--- src/rtl/sfbf_pkg.sv ---
// ----------------------------------------------------------------------------
// sfbf_pkg
// Shared types, constants and the SECDED(13,8) encoder for the bit framer.
// ----------------------------------------------------------------------------
package sfbf_pkg;

    localparam int PREAMBLE_BITS_DEF = 32;
    localparam int CW_BITS           = 13;
    localparam int SYNC_BITS         = 8;
    localparam int FREQ_W            = 15;
    localparam int CFG_IDX_W         = 2;

    localparam logic [FREQ_W-1:0]    FREQ_ZERO_RST = 15'd6000;
    localparam logic [FREQ_W-1:0]    FREQ_ONE_RST  = 15'd8000;
    localparam logic [SYNC_BITS-1:0] SYNC_RST      = 8'hD5;

    // Configuration register indexes
    localparam logic [CFG_IDX_W-1:0] REG_FREQ_ZERO = 2'd0;
    localparam logic [CFG_IDX_W-1:0] REG_FREQ_ONE  = 2'd1;
    localparam logic [CFG_IDX_W-1:0] REG_SYNC_WORD = 2'd2;

    // Item kinds
    localparam logic KIND_START = 1'b0;
    localparam logic KIND_DATA  = 1'b1;

    typedef struct packed {
        logic       kind;
        logic [7:0] data_byte;
    } in_t;

    typedef struct packed {
        logic              bit_value;
        logic [FREQ_W-1:0] tone_hz;
        logic              in_preamble;
        logic              last;
    } out_t;

    // Classified item handed from the front to the back
    typedef struct packed {
        logic               is_start;
        logic [CW_BITS-1:0] codeword;
    } cmd_t;

    typedef struct packed {
        logic [FREQ_W-1:0]    freq_zero_hz;
        logic [FREQ_W-1:0]    freq_one_hz;
        logic [SYNC_BITS-1:0] sync_word;
    } cfg_t;

    // Hamming(12,8) with parity at positions 1,2,4,8 plus overall parity
    function automatic logic [CW_BITS-1:0] secded13(input logic [7:0] b);
        logic d1, d2, d3, d4, d5, d6, d7, d8;
        logic p1, p2, p4, p8;
        logic [11:0] w;
        d1 = b[7]; d2 = b[6]; d3 = b[5]; d4 = b[4];
        d5 = b[3]; d6 = b[2]; d7 = b[1]; d8 = b[0];
        p1 = d1 ^ d2 ^ d4 ^ d5 ^ d7;
        p2 = d1 ^ d3 ^ d4 ^ d6 ^ d7;
        p4 = d2 ^ d3 ^ d4 ^ d8;
        p8 = d5 ^ d6 ^ d7 ^ d8;
        w  = {d8, d7, d6, d5, p8, d4, d3, d2, p4, d1, p2, p1};
        return {^w, w};
    endfunction

endpackage

--- src/rtl/sfbf_front.sv ---
// ----------------------------------------------------------------------------
// sfbf_front
// Accepts input items, classifies them and encodes data bytes for the queue.
// ----------------------------------------------------------------------------
module sfbf_front (
    input  logic            s_valid,
    output logic            s_ready,
    input  sfbf_pkg::in_t   s_data,
    input  logic            q_full,
    output logic            q_push,
    output sfbf_pkg::cmd_t  q_cmd
);

    // Take an item whenever the queue has room
    assign s_ready = !q_full;
    assign q_push  = s_valid && !q_full;

    // Classify and encode
    always_comb begin
        q_cmd.is_start = (s_data.kind == sfbf_pkg::KIND_START);
        if (s_data.kind == sfbf_pkg::KIND_DATA) begin
            q_cmd.codeword = sfbf_pkg::secded13(s_data.data_byte);
        end else begin
            q_cmd.codeword = '0;
        end
    end

endmodule

--- src/rtl/sfbf_queue.sv ---
// ----------------------------------------------------------------------------
// sfbf_queue
// Two-entry command queue between the front and the back.
// ----------------------------------------------------------------------------
module sfbf_queue (
    input  logic            aclk,
    input  logic            aresetn,
    input  logic            push,
    input  sfbf_pkg::cmd_t  push_cmd,
    output logic            full,
    input  logic            pop,
    output logic            head_valid,
    output sfbf_pkg::cmd_t  head_cmd
);

    sfbf_pkg::cmd_t entry_reg [2];
    logic           wr_ptr_reg, wr_ptr_next;
    logic           rd_ptr_reg, rd_ptr_next;
    logic [1:0]     count_reg, count_next;

    assign full       = (count_reg == 2'd2);
    assign head_valid = (count_reg != 2'd0);
    assign head_cmd   = entry_reg[rd_ptr_reg];

    // Advance pointers and count
    always_comb begin
        wr_ptr_next = wr_ptr_reg ^ push;
        rd_ptr_next = rd_ptr_reg ^ pop;
        count_next  = count_reg + {1'b0, push} - {1'b0, pop};
    end

    always_ff @(posedge aclk) begin
        if (!aresetn) begin
            wr_ptr_reg <= 1'b0;
            rd_ptr_reg <= 1'b0;
            count_reg  <= 2'd0;
        end else begin
            wr_ptr_reg <= wr_ptr_next;
            rd_ptr_reg <= rd_ptr_next;
            count_reg  <= count_next;
        end
    end

    // Store pushed entry
    always_ff @(posedge aclk) begin
        if (push) begin
            entry_reg[wr_ptr_reg] <= push_cmd;
        end
    end

endmodule

--- src/rtl/sfbf_back.sv ---
// ----------------------------------------------------------------------------
// sfbf_back
// Serializes preamble runs and codewords, one bit per transfer.
// ----------------------------------------------------------------------------
module sfbf_back #(
    parameter int PreambleBits = sfbf_pkg::PREAMBLE_BITS_DEF
) (
    input  logic            aclk,
    input  logic            aresetn,
    input  sfbf_pkg::cfg_t  cfg,
    input  logic            q_valid,
    input  sfbf_pkg::cmd_t  q_cmd,
    output logic            q_pop,
    output logic            m_valid,
    input  logic            m_ready,
    output sfbf_pkg::out_t  m_data
);

    localparam int PosW = $clog2(PreambleBits + sfbf_pkg::SYNC_BITS);
    localparam logic [PosW-1:0] PreLen    = PosW'(PreambleBits);
    localparam logic [PosW-1:0] StartLast = PosW'(PreambleBits + sfbf_pkg::SYNC_BITS - 1);
    localparam logic [PosW-1:0] DataLast  = PosW'(sfbf_pkg::CW_BITS - 1);
    localparam logic [2:0]      SyncTop   = 3'(sfbf_pkg::SYNC_BITS - 1);
    localparam logic [3:0]      CwTop     = 4'(sfbf_pkg::CW_BITS - 1);

    logic            busy_reg, busy_next;
    sfbf_pkg::cmd_t  cmd_reg, cmd_next;
    logic [PosW-1:0] pos_reg, pos_next;
    logic            m_valid_reg, m_valid_next;
    sfbf_pkg::out_t  m_data_reg, m_data_next;

    sfbf_pkg::cmd_t  sel_cmd;
    logic [PosW-1:0] sel_pos;
    logic [2:0]      sync_ofs;
    logic            have, advance, bit_val, bit_last;

    assign advance = !m_valid_reg || m_ready;
    assign have    = busy_reg || q_valid;
    assign sel_cmd = busy_reg ? cmd_reg : q_cmd;
    assign sel_pos = busy_reg ? pos_reg : '0;
    assign q_pop   = advance && !busy_reg && q_valid;
    assign sync_ofs = 3'(sel_pos - PreLen);

    // Pick the bit at the current run position
    always_comb begin
        if (sel_cmd.is_start) begin
            if (sel_pos < PreLen) begin
                bit_val = sel_pos[0];
            end else begin
                bit_val = cfg.sync_word[SyncTop - sync_ofs];
            end
            bit_last = (sel_pos == StartLast);
        end else begin
            bit_val  = sel_cmd.codeword[CwTop - sel_pos[3:0]];
            bit_last = (sel_pos == DataLast);
        end
    end

    // Advance the run and load the output register
    always_comb begin
        busy_next    = busy_reg;
        cmd_next     = cmd_reg;
        pos_next     = pos_reg;
        m_valid_next = m_valid_reg;
        m_data_next  = m_data_reg;
        if (advance) begin
            m_valid_next = have;
            if (have) begin
                m_data_next.bit_value   = bit_val;
                m_data_next.tone_hz     = bit_val ? cfg.freq_one_hz : cfg.freq_zero_hz;
                m_data_next.in_preamble = sel_cmd.is_start;
                m_data_next.last        = bit_last;
                busy_next               = !bit_last;
                cmd_next                = sel_cmd;
                pos_next                = sel_pos + 1'b1;
            end
        end
    end

    always_ff @(posedge aclk) begin
        if (!aresetn) begin
            busy_reg    <= 1'b0;
            m_valid_reg <= 1'b0;
        end else begin
            busy_reg    <= busy_next;
            m_valid_reg <= m_valid_next;
        end
    end

    always_ff @(posedge aclk) begin
        cmd_reg    <= cmd_next;
        pos_reg    <= pos_next;
        m_data_reg <= m_data_next;
    end

    assign m_valid = m_valid_reg;
    assign m_data  = m_data_reg;

endmodule

--- src/rtl/secded_fsk_bit_framer_top.sv ---
// ----------------------------------------------------------------------------
// secded_fsk_bit_framer_top
// SECDED(13,8) encoder and FSK bit framer with preamble and sync word.
// ----------------------------------------------------------------------------
// A start item (kind 0) produces PreambleBits alternating bits beginning with
// 0 followed by the 8-bit sync word MSB first; a data item (kind 1) produces
// its 13-bit SECDED codeword MSB first. Each result carries one bit, its tone,
// a preamble flag and a last-of-run mark. The serializer emits one bit per
// cycle while m_ready takes it; a data item gives 13 bits and a start item
// PreambleBits + 8; consecutive runs follow with no gap. A two-entry command
// queue lets up to two items be accepted ahead of the run being serialized.
// ----------------------------------------------------------------------------
module secded_fsk_bit_framer_top #(
    parameter int PreambleBits = sfbf_pkg::PREAMBLE_BITS_DEF
) (
    input  logic                               aclk,
    input  logic                               aresetn,
    input  logic                               cfg_wr_en,
    input  logic [sfbf_pkg::CFG_IDX_W-1:0]     cfg_index,
    input  logic [sfbf_pkg::FREQ_W-1:0]        cfg_wdata,
    input  logic                               s_valid,
    output logic                               s_ready,
    input  sfbf_pkg::in_t                      s_data,
    output logic                               m_valid,
    input  logic                               m_ready,
    output sfbf_pkg::out_t                     m_data
);

    sfbf_pkg::cfg_t cfg_reg;
    sfbf_pkg::cmd_t push_cmd, head_cmd;
    logic           q_push, q_full, q_pop, q_valid;

    // Configuration registers
    always_ff @(posedge aclk) begin
        if (!aresetn) begin
            cfg_reg.freq_zero_hz <= sfbf_pkg::FREQ_ZERO_RST;
            cfg_reg.freq_one_hz  <= sfbf_pkg::FREQ_ONE_RST;
            cfg_reg.sync_word    <= sfbf_pkg::SYNC_RST;
        end else if (cfg_wr_en) begin
            unique case (cfg_index)
                sfbf_pkg::REG_FREQ_ZERO: cfg_reg.freq_zero_hz <= cfg_wdata;
                sfbf_pkg::REG_FREQ_ONE:  cfg_reg.freq_one_hz  <= cfg_wdata;
                sfbf_pkg::REG_SYNC_WORD: cfg_reg.sync_word    <= cfg_wdata[7:0];
                default: ;
            endcase
        end
    end

    sfbf_front u_front (
        .s_valid (s_valid),
        .s_ready (s_ready),
        .s_data  (s_data),
        .q_full  (q_full),
        .q_push  (q_push),
        .q_cmd   (push_cmd)
    );

    sfbf_queue u_queue (
        .aclk       (aclk),
        .aresetn    (aresetn),
        .push       (q_push),
        .push_cmd   (push_cmd),
        .full       (q_full),
        .pop        (q_pop),
        .head_valid (q_valid),
        .head_cmd   (head_cmd)
    );

    sfbf_back #(
        .PreambleBits (PreambleBits)
    ) u_back (
        .aclk    (aclk),
        .aresetn (aresetn),
        .cfg     (cfg_reg),
        .q_valid (q_valid),
        .q_cmd   (head_cmd),
        .q_pop   (q_pop),
        .m_valid (m_valid),
        .m_ready (m_ready),
        .m_data  (m_data)
    );

`ifndef NO_ASSERTIONS
    // Come out of reset empty and ready
    a_reset_empty: assert property (@(posedge aclk)
        !aresetn |=> s_ready && !m_valid)
        else $error("framer not empty after reset");

    // Pop only a queued command
    a_pop_valid: assert property (@(posedge aclk) disable iff (!aresetn)
        q_pop |-> q_valid)
        else $error("pop from empty queue");

    // A queued command that is not popped stays queued
    a_queue_hold: assert property (@(posedge aclk) disable iff (!aresetn)
        q_valid && !q_pop |=> q_valid)
        else $error("queued command lost");
`endif

endmodule
--- config.mk ---
export PLATFORM = sky130hd
export DESIGN_NAME = secded_fsk_bit_framer_top
export DESIGN_NICKNAME = d
export VERILOG_FILES = /design/src/rtl/sfbf_pkg.sv /design/src/rtl/sfbf_front.sv /design/src/rtl/sfbf_queue.sv /design/src/rtl/sfbf_back.sv /design/src/rtl/secded_fsk_bit_framer_top.sv
export SDC_FILE = /design/constraint.sdc
export NUM_CORES = 1
export LEC_CHECK = 0
export BUFFER_PORTS_ARGS = -buffer_cell sky130_fd_sc_hd__buf_2
export CORE_ASPECT_RATIO = 0.7
export CORE_MARGIN = 5
export CORE_UTILIZATION = 55
export CTS_CLUSTER_DIAMETER = 100
export DETAILED_ROUTE_END_ITERATION = 12
export PLACE_DENSITY = 0.81
export SLEW_MARGIN = 10
export SYNTH_ARGS = -nofsm -noshare
export SYNTH_HDL_FRONTEND = slang
export SYNTH_SLANG_ARGS = --single-unit
--- constraint.sdc ---
create_clock -name aclk -period 3.69 [get_ports aclk]
set_input_delay 0.369 -clock aclk [delete_from_list [all_inputs] [get_ports aclk]]
set_output_delay 0.369 -clock aclk [all_outputs]
set_load 0.02 [all_outputs]
==> results_dict.tcl <==
set metrics [dict create \
    grt_first_pass_wirelength_mm 19.29 \
    tightestPinTransition_ns 1.030 \
    post-cts-setup-buffers 0 \
    drt-initial-drc-count 444 \
    grt_max_degree 46 \
    fin_setup_tns_ns 0 \
    yosysTopAreaCellShare_pct 36.28 \
    area_delta_synth_final_pct 11.30 \
    globalplace.congestion 0.8823 \
    cts_root_buffer "clkbuf_16" \
    dieWidth_um 128.2 \
    fillCellCount 768 \
    min_path_type "in -> reg" \
    largest_reg_flops 38 \
    muxShareOfSynthArea_pct 5.651 \
    die-area_um2 11890 \
    clkTransAtPathRegs_ns 0.08 \
    clock_sinks 110 \
    route.detailed.drc 0 \
    postRouteAntennaNets 0 \
    synth_area_leader_cell "edfxtp_1" \
    synth_common_cells "nand2_1 (111), edfxtp_1 (65), dfxtp_1 (45)" \
    cts_buffers 9 \
    ys_ff_latch 110 \
    min_period_ns 3.157 \
    die_h_um 92.75 \
    cts_tree "built" \
    p_int_mw 2.984 \
    synth_fa_ha_area_share_pct 1.395 \
    drt-total-wl_mm 12.06 \
    netlist_area_um2 5380 \
    cts.hold.buffers_added 0 \
    dp_hpwl_mm 8.776 \
    drive_above_1_share_pct 18.35 \
    hold_viol 0 \
    setup_viol 0 \
    critPathKind "reg -> reg" \
    rows 30 \
    cts_resized 0 \
    start_util_pct 55.99 \
    synth_warnings 0 \
    fin_skew_ns 0.01065 \
    ir_drop_v 0.0004664 \
    netSwitchingFraction_pct 38.15 \
    slew_headroom_pct 31.19 \
    antenna_found_initial 0 \
    cp.required_ns 3.76 \
    grt_pass1_vias 3700 \
    status "finished clean" \
    routedWlPerCell_um 17.92 \
    synth_top_flop_cell "edfxtp_1" \
    cts_buffer_depth 2 \
    clk_latency_ns 0.35 \
    cts_htree_levels 3 \
    vias 3967 \
    powerDensity_nw_per_um2 805.8 \
    drv_cap 0 \
    drt-pass1-iter-count 6 \
    worst_setup_path_start_kind "register" \
    synth_xor_area_share_pct 3.744 \
    grt_util_all_layers_pct 20.76 \
    end_kind "register" \
    pwr-share-seq_pct 41.2 \
    drv_slew 0 \
    dp_slack_ns 0.5966 \
    combinationalPowerShare_pct 38.1 \
    rsz0062_at_grt "false" \
    ys_types 52 \
    p_leak_nw 2.259 \
    async_flop_share_pct 0 \
    gr-total-overflow 0 \
    n_antenna_cell 0 \
    synth_top_family_by_area "simple AND/OR/NAND/NOR gates" \
    synth-compound-area-share_pct 12.72 \
    synth_area_leaders "edfxtp_1 (36%), dfxtp_1 (17%), nand2_1 (7.7%)" \
    synth_nets 544 \
    core_um2 9609 \
    ioPinCount 51 \
    post-route-period-util_pct 85.55 \
    path_max_fanout 16 \
    max_freq_mhz 316.8 \
    avgSynthCellArea_um2 10.61 \
    power.switching_mw 1.841 \
    num-nets-final 577 \
    yosysMostFrequentCell "nand2_1" \
    holdWs_ns 0.2365 \
    synth_simple_gate_area_share_pct 19.65 \
    p_clk_share_pct 20.8 \
    finalWorstSetupSlack_ns 0.5330 \
    synth_edf_count 65 \
    numPortBuffers 50 \
    viasPerCell 5.895 \
    syn_inst 507 \
    critPathArrivalTime_ns 3.22 \
    ys_seq_area_share_pct 53.02 \
]
-- layout by cell type (no fill, tap or decap), types with 3 or more instances in the layout --
| cell | count |
|---|---|
| a21boi_0 | 20 |
| a32oi_1 | 15 |
| and2_1 | 31 |
| and3b_1 | 4 |
| buf_2 | 50 |
| buf_4 | 7 |
| clkbuf_16 | 9 |
| dfxtp_1 | 45 |
| edfxtp_1 | 65 |
| ha_1 | 6 |
| inv_1 | 6 |
| mux2_2 | 5 |
| mux2i_1 | 18 |
| mux4_2 | 3 |
| nand2_1 | 111 |
| nand2b_1 | 3 |
| nand3_1 | 36 |
| nand3b_1 | 3 |
| nor2_1 | 10 |
| nor2b_1 | 7 |
| nor3_1 | 3 |
| o211ai_1 | 6 |
| o211ai_2 | 10 |
| o21ai_0 | 13 |
| xnor2_1 | 14 |
| xor2_1 | 9 |
-- final cells by class --
type	instances	area (um2)	area share, %
Timing Repair Buffer	57	302.8	5.056
Tap cell	128	160.2	2.674
Inverter	7	26.28	0.4388
Sequential cell	110	2853	47.64
Clock inverter	7	91.34	1.525
Multi-Input combinational cell	355	2330	38.91
Clock buffer	9	225.2	3.761
-- kinds of logic after synthesis --
group / Yosys count
DFF: 110
AOI/OAI and AO/OA: 81
xor gates and xnor gates: 23
and+or+nand+nor: 219
muxes: 26
buffers and inverters: 42
adders and majority gates: 6
-- critical path, cell delays in order (launching register included) --
cell	delay, ns
edfxtp_1	0.56
nand2_1	0.14
ha_1	0.47
nand2b_1	0.23
o21ai_0	0.16
a311o_1	0.54
a32o_2	0.58
o211ai_1	0.19
-- through the flow --
stage	instance area [um2]	total power [mW]	utilization [%]	std cells
after CTS	5988	4.834	62.32	673
after global routing	5988	5.100	62.32	673
final	5988	4.825	62.32	673
after floorplan	5380	3.393	-	507
after detailed placement	5672	3.839	59.02	657
after global placement	5672	3.718	59.02	657
-- path summary, 6_finish.rpt --
kind	from	endpoint	slack, ns	cells after the start
worst max register to register	u_back.pos_reg[1]	u_back.m_data[5]	0.53	7
worst max-delay path	u_back.pos_reg[1]	u_back.m_data[5]	0.53	7
worst min-delay path	cfg_wdata[12]	cfg_reg[35]	0.24	3
worst min register to register	cfg_reg[2]	cfg_reg[2]	0.47	2
-- power groups by stage --
stage	sequential, mW	combinational, mW	clock, mW
3_5_place_dp	2.00	1.84	0
4_1_cts	1.98	1.84	1.02
2_1_floorplan	2.02	1.38	0
5_1_grt	2.02	2.01	1.07
3_3_place_gp	1.99	1.73	0
6_report	1.99	1.84	1.00
-- routing by layer --
layer / up-vias / global-route usage [%] / wire length (um)
met5: - / 0 / 0
met1: 1894 / 31.00 / 5524
met2: 184 / 28.77 / 5073
met3: 21 / 6.744 / 1270
met4: 0 / 5.654 / 191
li1: 1868 / - / -
Note: power is estimated with default switching activity, not from simulation.
